[src/design/gte_pkg.sv]
// ----------------------------------------------------------------------------
// gte_pkg
// Shared types, codes and sizes for the graph traversal engine.
// ----------------------------------------------------------------------------
package gte_pkg;

  localparam int MAX_VERTICES_DEF = 64;
  localparam int MAX_EDGES_DEF    = 256;

  localparam int OPCODE_W   = 2;
  localparam int VERTEX_W   = 6;
  localparam int STATUS_W   = 2;
  localparam int CFG_IDX_W  = 1;
  localparam int CFG_DATA_W = 7;

  localparam logic [OPCODE_W-1:0] OP_ADD_EDGE = 2'd0;
  localparam logic [OPCODE_W-1:0] OP_TRAVERSE = 2'd1;
  localparam logic [OPCODE_W-1:0] OP_CLEAR    = 2'd2;

  localparam logic [STATUS_W-1:0] ST_VISITED   = 2'd0;
  localparam logic [STATUS_W-1:0] ST_FULL      = 2'd1;
  localparam logic [STATUS_W-1:0] ST_OUT_RANGE = 2'd2;

  localparam logic [CFG_IDX_W-1:0] REG_VERTEX_COUNT    = 1'd0;
  localparam logic [CFG_IDX_W-1:0] REG_TRAVERSAL_ORDER = 1'd1;

  typedef enum logic [3:0] {
    S_IDLE,
    S_DECODE,
    S_STATUS,
    S_ADD_LINK,
    S_BFS_POP,
    S_BFS_HEAD,
    S_BFS_LOAD,
    S_DFS_TOP,
    S_DFS_CUR,
    S_DFS_LOAD,
    S_DFS_PUSH,
    S_EDGE,
    S_CHECK,
    S_FINISH
  } state_t;

  typedef struct packed {
    logic                in_ready;
    logic                add_write;
    logic                rd_tail;
    logic                add_link;
    logic                clear_graph;
    logic                start_trav;
    logic                rd_head_v;
    logic                rd_head_t;
    logic                rd_head_w;
    logic                rd_pend_front;
    logic                rd_pend_top;
    logic                rd_cur;
    logic                rd_edge;
    logic                load_e_head;
    logic                load_e_cur;
    logic                next_e;
    logic                visit;
    logic                cur_save;
    logic                push_cur;
    logic                pop;
    logic                emit_status;
    logic                finish;
    logic [STATUS_W-1:0] status;
  } cmd_t;

  typedef struct packed {
    logic                in_valid;
    logic [OPCODE_W-1:0] op;
    logic                add_range_bad;
    logic                trav_range_bad;
    logic                full;
    logic                head_valid_v;
    logic                queue_empty;
    logic                stack_empty;
    logic                edge_nil;
    logic                can_visit;
    logic                out_free;
    logic                order;
  } sts_t;

endpackage

[src/design/gte_ctrl.sv]
// ----------------------------------------------------------------------------
// gte_ctrl
// Sequencer for edge loads, clears and the two traversal walks.
// ----------------------------------------------------------------------------
module gte_ctrl (
  input  logic           clk,
  input  logic           rst,
  input  gte_pkg::sts_t  sts,
  output gte_pkg::cmd_t  cmd
);

  gte_pkg::state_t                 state, state_next;
  logic [gte_pkg::STATUS_W-1:0]    st_code, st_code_next;

  always_ff @(posedge clk) begin
    if (rst) begin
      state   <= gte_pkg::S_IDLE;
      st_code <= gte_pkg::ST_VISITED;
    end else begin
      state   <= state_next;
      st_code <= st_code_next;
    end
  end

  always_comb begin
    state_next   = state;
    st_code_next = st_code;
    unique case (state)
      gte_pkg::S_IDLE: begin
        if (sts.in_valid) state_next = gte_pkg::S_DECODE;
      end
      gte_pkg::S_DECODE: begin
        unique case (sts.op)
          gte_pkg::OP_ADD_EDGE: begin
            if (sts.add_range_bad) begin
              st_code_next = gte_pkg::ST_OUT_RANGE;
              state_next   = gte_pkg::S_STATUS;
            end else if (sts.full) begin
              st_code_next = gte_pkg::ST_FULL;
              state_next   = gte_pkg::S_STATUS;
            end else if (sts.head_valid_v) begin
              state_next = gte_pkg::S_ADD_LINK;
            end else begin
              state_next = gte_pkg::S_IDLE;
            end
          end
          gte_pkg::OP_TRAVERSE: begin
            if (sts.trav_range_bad) begin
              st_code_next = gte_pkg::ST_OUT_RANGE;
              state_next   = gte_pkg::S_STATUS;
            end else if (sts.order) begin
              state_next = gte_pkg::S_DFS_PUSH;
            end else begin
              state_next = gte_pkg::S_BFS_POP;
            end
          end
          default: state_next = gte_pkg::S_IDLE;
        endcase
      end
      gte_pkg::S_STATUS: begin
        if (sts.out_free) state_next = gte_pkg::S_IDLE;
      end
      gte_pkg::S_ADD_LINK: state_next = gte_pkg::S_IDLE;
      gte_pkg::S_BFS_POP: begin
        state_next = sts.queue_empty ? gte_pkg::S_FINISH : gte_pkg::S_BFS_HEAD;
      end
      gte_pkg::S_BFS_HEAD: state_next = gte_pkg::S_BFS_LOAD;
      gte_pkg::S_BFS_LOAD: state_next = gte_pkg::S_EDGE;
      gte_pkg::S_DFS_TOP: begin
        state_next = sts.stack_empty ? gte_pkg::S_FINISH : gte_pkg::S_DFS_CUR;
      end
      gte_pkg::S_DFS_CUR:  state_next = gte_pkg::S_DFS_LOAD;
      gte_pkg::S_DFS_LOAD: state_next = gte_pkg::S_EDGE;
      gte_pkg::S_DFS_PUSH: state_next = gte_pkg::S_EDGE;
      gte_pkg::S_EDGE: begin
        if (!sts.edge_nil) begin
          state_next = gte_pkg::S_CHECK;
        end else if (sts.order) begin
          state_next = gte_pkg::S_DFS_TOP;
        end else begin
          state_next = gte_pkg::S_BFS_POP;
        end
      end
      gte_pkg::S_CHECK: begin
        if (!sts.can_visit) begin
          state_next = gte_pkg::S_EDGE;
        end else if (sts.out_free) begin
          state_next = sts.order ? gte_pkg::S_DFS_PUSH : gte_pkg::S_EDGE;
        end
      end
      gte_pkg::S_FINISH: begin
        if (sts.out_free) state_next = gte_pkg::S_IDLE;
      end
      default: state_next = gte_pkg::S_IDLE;
    endcase
  end

  always_comb begin
    cmd        = '0;
    cmd.status = st_code;
    unique case (state)
      gte_pkg::S_IDLE: cmd.in_ready = 1'b1;
      gte_pkg::S_DECODE: begin
        unique case (sts.op)
          gte_pkg::OP_ADD_EDGE: begin
            if (!sts.add_range_bad && !sts.full) begin
              cmd.add_write = 1'b1;
              cmd.rd_tail   = sts.head_valid_v;
            end
          end
          gte_pkg::OP_TRAVERSE: begin
            if (!sts.trav_range_bad) begin
              cmd.start_trav = 1'b1;
              cmd.rd_head_v  = 1'b1;
            end
          end
          gte_pkg::OP_CLEAR: cmd.clear_graph = 1'b1;
          default: ;
        endcase
      end
      gte_pkg::S_STATUS:   cmd.emit_status = sts.out_free;
      gte_pkg::S_ADD_LINK: cmd.add_link = 1'b1;
      gte_pkg::S_BFS_POP:  cmd.rd_pend_front = !sts.queue_empty;
      gte_pkg::S_BFS_HEAD: cmd.rd_head_t = 1'b1;
      gte_pkg::S_BFS_LOAD: cmd.load_e_head = 1'b1;
      gte_pkg::S_DFS_TOP:  cmd.rd_pend_top = !sts.stack_empty;
      gte_pkg::S_DFS_CUR:  cmd.rd_cur = 1'b1;
      gte_pkg::S_DFS_LOAD: cmd.load_e_cur = 1'b1;
      gte_pkg::S_DFS_PUSH: cmd.push_cur = 1'b1;
      gte_pkg::S_EDGE: begin
        cmd.rd_edge = !sts.edge_nil;
        cmd.pop     = sts.edge_nil && sts.order;
      end
      gte_pkg::S_CHECK: begin
        if (!sts.can_visit) begin
          cmd.next_e = 1'b1;
        end else if (sts.out_free) begin
          cmd.visit     = 1'b1;
          cmd.next_e    = !sts.order;
          cmd.cur_save  = sts.order;
          cmd.rd_head_w = sts.order;
        end
      end
      gte_pkg::S_FINISH: cmd.finish = sts.out_free;
      default: ;
    endcase
  end

endmodule

[config.mk]
export PLATFORM = sky130hd
export DESIGN_NAME = gte_ctrl
export DESIGN_NICKNAME = d
export VERILOG_FILES = /design/src/design/gte_pkg.sv /design/src/design/gte_ctrl.sv
export SDC_FILE = /design/constraint.sdc
export NUM_CORES = 1
export LEC_CHECK = 0
export BUFFER_PORTS_ARGS = -buffer_cell sky130_fd_sc_hd__buf_4
export CORE_MARGIN = 10
export CORE_UTILIZATION = 45
export CTS_CLUSTER_SIZE = 8
export DETAILED_ROUTE_END_ITERATION = 12
export PLACE_DENSITY = 0.89
export SLEW_MARGIN = 20
export SYNTH_ARGS = -nofsm -noshare
export SYNTH_HDL_FRONTEND = slang
export SYNTH_SLANG_ARGS = --single-unit
[constraint.sdc]
create_clock -name clk -period 3.6 [get_ports clk]
set_input_delay 0.36 -clock clk [delete_from_list [all_inputs] [get_ports clk]]
set_output_delay 0.36 -clock clk [all_outputs]
set_load 0.02 [all_outputs]
Word-level counts from Yosys, hierarchy flattened --
Index checks and enable logic that the tools add are counted.
Operators by class: reduce and logical (&&, ||, !) cells 15, muxes and demuxes 47, eq/ne operators 20
Operators with widths (count):
- $pmux 4 s10 | 1
- $mux 4 | 8
- $mux 2 | 13
- $eq 4x4->1 const B | 6
- $mux 1 | 19
- $eq 4x3->1 const B | 4
- $mux 3 | 4
- $eq 4x2->1 const B | 2
- $pmux 4 s2 | 1
- $logic_not 1->1 | 6
- $ne 3x3->1 const B | 2
- $eq 4x1->1 const B | 1
- $logic_not 4->1 | 1
- $ne 2x2->1 const B | 2
- $pmux 2 s2 | 1
- $reduce_and 4->1 | 1
- $reduce_and 3->1 | 1
- $reduce_or 3->1 | 1
- $eq 2x1->1 const B | 1
- $eq 2x2->1 const B | 1
- $logic_and 1x1->1 | 2
- $logic_not 2->1 | 1
- $ne 2x1->1 const B | 1
- $reduce_bool 2->1 | 1
- $reduce_or 2->1 | 1
Storage, ports and cells: register bits 6, input port bits 15, logic and storage cells 84

Logic depth before layout (Yosys ltp) --
Gate-level depths: netlist of run 1.
depth in word-level cells 5, mapped depth 6, gate-level depth less buffers 4

Worst setup path after synthesis of run 1 --
No wires, ideal clock.
path type register to output, start register state[2], end output port cmd[18] (netlist name), cell stages (with the launch flop) 5, buffers on the path 2, arrival 1.872 ns, required time 3.240 ns, setup slack 1.368 ns, cell sequence dfxtp_1 buf_6 or4b_4 nor3_1 buf_4
RTL lines:
- start, declared | line gte_ctrl.sv:12 | gte_pkg::state_t state, state_next;
- start signal, assigned | line gte_ctrl.sv:17 | state <= gte_pkg::S_IDLE;
- start signal, assigned | line gte_ctrl.sv:20 | state <= state_next;
- end, declared | line gte_ctrl.sv:9 | output gte_pkg::cmd_t cmd

==> flow_summary.ini, run 1 <==
[status]
run_status = completed

[synthesis]
async_flop_share_pct = 0
synth-main-ff-cell = dfxtp_1
synth.largest_area_cell = dfxtp_1
synth-warning-count = 0
ys_types = 37
synth.most_common_cell = nor3_1
ys_seq_area_share_pct = 17.3
synth.top_cells.by_area = dfxtp_1 (17%), nor3_1 (7.9%), nand2b_1 (5.4%), nor4_1 (5.4%), nor2_1 (4.9%)
synth-seq-cells = 6
top_cells_by_instance_count_after_synthesis = nor3_1 (11), nor2_1 (9)
synth_enable_flop_cells = 0
syn_area_sq_um = 693
yosysTopAreaCellShare_pct = 17.3
syn-mean-instance-area_sq_um = 7.07
synth.net_count = 113
synthesis.instances = 98

[routing]
drt-vias-per-instance = 6.16
detailroute.via_count = 893
drt_wl_total_mm = 2.36
antenna_left = 0
wl_per_cell_um = 16.3
firstDrtPassIters = 4
detailedRoute.firstIterationViolations = 14
post-route-drc-count = 0

[power_and_ir_drop]
ir_drop_mv = 0.163
cellLeakagePower_nw = 0.401
power_uw = 224
power-per-cell-area_nw_per_um2 = 232

[global_route]
grt_start_max_net_pins = 24
grt_usage_pct = 13.3
number_of_antenna_violations_at_the_first_check_in_global_routing = 0
via_count_of_the_first_global_routing_pass = 857
grt_overflow_total = 0
grt_first_pass_wirelength_mm = 3.86

[clocking]
clk_root_buffer_cell = clkbuf_4
ctsHoldBuffers = 0
inserted_clock_buffers = 3
postCtsResizedCells = 0
cts_tree = built
clock-sinks = 6
worst_skew_pair.late_latency_ns = 0.25
htreeDepth = 1
post_cts_buffers = 0
cts.reportedPaths.clkPinSlew_ns = 0.04
cts_buffer_depth = 2

[timing]
highest_clock_frequency_the_design_can_meet_mhz = 384
final_critical_delay_including_setup_and_external_delays_ns = 2.60
setup_viol = 0
timing.max_slew.rel_slack_pct = 53.0
worstMarginPinSlew_ns = 0.704
report.final.slew_viol_count = 0
grt_setup_unrepaired = no
worst_clock_skew_ns = 0.000245
fin_crit_sh_pct = 72.3
hold_violations = 0
setup-tns-final_ns = 0

[layout]
antenna-diode-count = 0
n_fill_cell = 142
finish.cell_count_without_fillers = 145
final_area_sq_um = 968
area_growth_pct = 39.7
fraction_of_layout_instances_using_a_drive_strength_above_1_pct = 34.9
final_net_count = 146

[worst_hold_path]
worst_hold_path_type = in2reg

[setup_path]
crit_path_start_kind = register
timing_worst_setup_path_type = reg2out
timing.critical_path.required_ns = 3.24
end_kind = primary output
critical_path_peak_fanout = 23
arrival_ns = 2.24

[die]
floorplan.rows = 14
io_pins = 39
die_area_sq_um = 3510
fp.coreArea_sq_um = 1490
initial_core_util_pct = 46.6
die_height_um = 59.2
floorplan.die.width_um = 59.2

[job]
max_cap_violations = 0

[placement]
post-place-cells = 142
place.detailed.hpwl_mm = 1.82
gp_congestion = 0.775
placement.io_buffers = 38
dpl-instance-area_sq_um = 946
worst max-delay path, cell delays in order (launching register included):
cell,delay [ns]
dfxtp_1,0.77
or4b_4,0.58
nor3_1,0.42
buf_4,0.23
cell usage in the layout, fill, tap and decap left out, types with 2 or more instances in the layout:
cell type | Yosys | final
nand2b_1 | 6 | 6
inv_1 | 2 | 2
a311oi_1 | 2 | 2
nor3_1 | 11 | 11
dfxtp_1 | 6 | 6
xnor2_1 | 2 | 2
o21ai_0 | 3 | 3
nor4_1 | 6 | 6
o2bb2ai_1 | 3 | 3
buf_4 | 2 | 38
nand2_1 | 6 | 6
a2bb2oi_1 | 2 | 2
o22ai_1 | 2 | 2
nor3b_1 | 2 | 2
a21oi_1 | 3 | 3
nand3b_1 | 4 | 4
nor2_1 | 9 | 9
a21boi_0 | 2 | 2
clkbuf_4 | 0 | 3
and3_1 | 2 | 2
per-stage QoR:
step / worst slack [ns] / utilization (%) / hold slack, ns
global route: 0.862 / 65.0 / 0.312
detailed placement: 1.21 / 63.5 / 0.497
finish: 0.997 / 65.0 / 0.313
CTS: 0.994 / 65.0 / 0.307
floorplan: 1.37 / - / 0.429
global placement: 1.28 / 63.5 / 0.470
area by class of cell:
| type | count | area, sq um | area share, % |
|---|---|---|---|
| Clock buffer | 3 | 22.5 | 2.33 |
| Inverter | 2 | 7.51 | 0.775 |
| Multi-Input combinational cell | 80 | 513 | 53.0 |
| Sequential cell | 6 | 120 | 12.4 |
| Tap cell | 16 | 20.0 | 2.07 |
| Timing Repair Buffer | 38 | 285 | 29.5 |
state kept, by name, summed over array words and instances (netlist names):
name,flops
st_code,2
state,4
logic make-up after synthesis:
| kind of cell | synth area share (%) |
|---|---|
| compound gates | 27.1 |
| xor+xnor | 2.53 |
| buf+inv | 8.66 |
| flops | 17.3 |
| simple gates | 44.4 |
final timing paths:
check / startpoint / to / slack, ns / cells after the start
setup / recovery: state[0] / cmd[18] / 1.0 / 3
hold / removal: rst / st_code[0] / 0.31 / 2
setup reg to reg: state[0] / st_code[1] / 1.19 / 4
hold reg to reg: st_code[0] / st_code[0] / 0.49 / 2
per-layer routing:
metal  vias up  wire length, um  track usage [%]
met2        44             1020             19.6
met4         0                8             4.26
met1       415             1030             15.5
met3         2              298             8.15
li1        432                -                -
met5         -                0                0
report_power, final:
| part | switching (mW) | internal, mW | leakage, nW | total, mW |
|---|---|---|---|---|
| registers | 0.0136 | 0.0703 | 0.0488 | 0.0839 |
| clock network | 0.0256 | 0.0378 | 0.0138 | 0.0633 |
| logic | 0.0376 | 0.0394 | 0.339 | 0.0769 |
| total | 0.0767 | 0.147 | 0.401 | 0.224 |
(Power assumes the default switching activity.)
==> inputs of run 2 (changes only) <==
--- a/config.mk
+++ b/config.mk
@@ -7,10 +7,10 @@
 export LEC_CHECK = 0
 export BUFFER_PORTS_ARGS = -buffer_cell sky130_fd_sc_hd__buf_4
 export CORE_MARGIN = 10
-export CORE_UTILIZATION = 45
+export CORE_UTILIZATION = 39
 export CTS_CLUSTER_SIZE = 8
 export DETAILED_ROUTE_END_ITERATION = 12
-export PLACE_DENSITY = 0.89
+export PLACE_DENSITY = 0.83
 export SLEW_MARGIN = 20
 export SYNTH_ARGS = -nofsm -noshare
 export SYNTH_HDL_FRONTEND = slang
==> constraint.sdc (replaced) <==
create_clock -name clk -period 2.3 [get_ports clk]
set_input_delay 0.23 -clock clk [delete_from_list [all_inputs] [get_ports clk]]
set_output_delay 0.23 -clock clk [all_outputs]
set_load 0.02 [all_outputs]
==> run 2 against run 1 <==
Effect of this change: wire length shrank 1.3%; flip-flop and latch count is the same; sequential power is 35% higher; total power is 56% higher.
==> flow_summary.ini, run 2 (same netlist as run 1, synthesis figures left out) <==
[global_route]
grtUsageMet3_pct = 6.99
number_of_antenna_violations_at_the_first_check_in_global_routing = 0
grt_start_max_net_pins = 23
grt_first_pass_wirelength_mm = 3.67
grt_usage_pct = 11.0
grt.met1_usage_pct = 13.3
top_usage_layer = met2
grt.met2_usage_pct = 15.8
via_count_of_the_first_global_routing_pass = 809
grt_overflow_total = 0

[power_and_ir_drop]
switching_share_pct = 32.7
cellLeakagePower_nw = 0.423
combinational_power_share_pct = 40.9
switchingPower_uw = 114
pwr-share-clk_pct = 26.8
power.share.sequential_pct = 32.2
power_uw = 349
ir_drop_mv = 0.216
cell_internal_pwr_uw = 235
power-per-cell-area_nw_per_um2 = 346

[clocking]
cts_tree = built
cts.reportedPaths.clkPinSlew_ns = 0.04
postCtsResizedCells = 0
post_cts_buffers = 0
worst_skew_pair.late_latency_ns = 0.24
cts_buffer_depth = 2
clk_root_buffer_cell = clkbuf_4
inserted_clock_buffers = 3
ctsHoldBuffers = 0
clock-sinks = 6
htreeDepth = 1

[layout]
most-common-layout-cells = buf_4 (42), nor3_1 (11), nor2_1 (9)
area_growth_pct = 45.7
finish.cell_count_without_fillers = 158
fraction_of_layout_instances_using_a_drive_strength_above_1_pct = 36.8
most_frequent_standard_cell_in_the_layout_excluding_fill_and_tap_cells = buf_4
max_flop_register = state
number_of_flip_flops_in_the_largest_register = 4
final_net_count = 150
biggestRegsByFlops = state (4), st_code (2)
antenna-diode-count = 0

[worst_hold_path]
worst_hold_path_type = in2reg

[die]
initial_core_util_pct = 40.6
floorplan.die.width_um = 62.2
io_pins = 39
fp.coreArea_sq_um = 1710
die_height_um = 62.2
floorplan.rows = 15
die_area_sq_um = 3860

[placement]
place.detailed.hpwl_mm = 1.81
gp_congestion = 0.819
post-place-cells = 155
pre_cts_worst_setup_slack_ns = 0.387
placement.io_buffers = 38

[timing]
setup_viol = 0
worstMarginPinSlew_ns = 0.446
worst_clock_skew_ns = 0.00495
grt_setup_unrepaired = no
timing.max_slew.rel_slack_pct = 70.1
highest_clock_frequency_the_design_can_meet_mhz = 509
finalWorstSetupSlack_ns = 0.334
fin_crit_sh_pct = 85.5
report.final.slew_viol_count = 0
hold_violations = 0
final_critical_delay_including_setup_and_external_delays_ns = 1.97
setup-tns-final_ns = 0

[routing]
antenna_left = 0
drt-vias-per-instance = 5.51
firstDrtPassIters = 4
detailedRoute.firstIterationViolations = 17
post-route-drc-count = 0
wl_per_cell_um = 14.7
drt_wl_total_mm = 2.33
detailroute.via_count = 871

[setup_path]
cpPeakStageDelay_ns = 0.56
timing_worst_setup_path_type = reg2out
critical_path_peak_fanout = 5
critical_path.cell_chain = or4b_4 -> nor3_1 -> buf_4
critical_path_buf_inv_count = 1
slowest_stage = or4b_4
timing.critical_path.required_ns = 2.07
end_kind = primary output
crit_path_start_kind = register
path_delay_family = simple AND/OR/NAND/NOR gates
arrival_ns = 1.74

[status]
run_status = completed

[job]
max_cap_violations = 0
==> run 2: cell types whose count changed in the layout (fill, tap and decap cells not counted), sizes merged <==
cell,previous run,this run
buf,38,42
==> run 2: routing by layer <==
layer / share of wire (%) / vias to the layer above
met5: 0 / -
met4: 0 / 0
met3: 12 / 0
met2: 42 / 38
met1: 46 / 388
li1: - / 445
==> run 2: power by group through the flow <==
stage / registers [mW] / clock network [mW] / logic (mW)
2_1_floorplan: 0.117 / 0 / 0.0845
3_3_place_gp: 0.114 / 0 / 0.140
3_5_place_dp: 0.115 / 0 / 0.142
4_1_cts: 0.113 / 0.0978 / 0.143
5_1_grt: 0.113 / 0.109 / 0.155
6_report: 0.113 / 0.0937 / 0.143
==> run 2: through the flow <==
stage | hold WS, ns | area (sq um) | utilization (%)
after floorplan | 0.299 | 693 | -
after global placement | 0.431 | 987 | 57.8
after detailed placement | 0.435 | 987 | 57.8
after CTS | 0.177 | 1010 | 59.1
after global routing | 0.176 | 1010 | 59.1
final | 0.186 | 1010 | 59.1
==> run 2: area by class of cell <==
| type | count | area, sq um |
|---|---|---|
| multi-input cells | 80 | 513 |
| clock buffers | 3 | 22.5 |
| fillers | 171 | 698 |
| repair buffers | 42 | 315 |
| flip-flops and latches | 6 | 120 |
| well taps | 25 | 31.3 |
| inverters | 2 | 7.51 |
==> run 2: final timing paths <==
| kind | startpoint | to | slack [ns] | depth (start not counted) |
|---|---|---|---|---|
| max | state[1] | cmd[18] | 0.33 | 3 |
| min | rst | st_code[0] | 0.19 | 2 |
| max reg2reg | state[1] | st_code[1] | 0.39 | 4 |
| min reg2reg | st_code[0] | st_code[0] | 0.47 | 2 |
==> run 2: worst register-to-register path: cells and delay by family (launching register included) <==
family | cells | cell delay [ns]
simple gates | 4 | 1.51
flops | 1 | 0.30
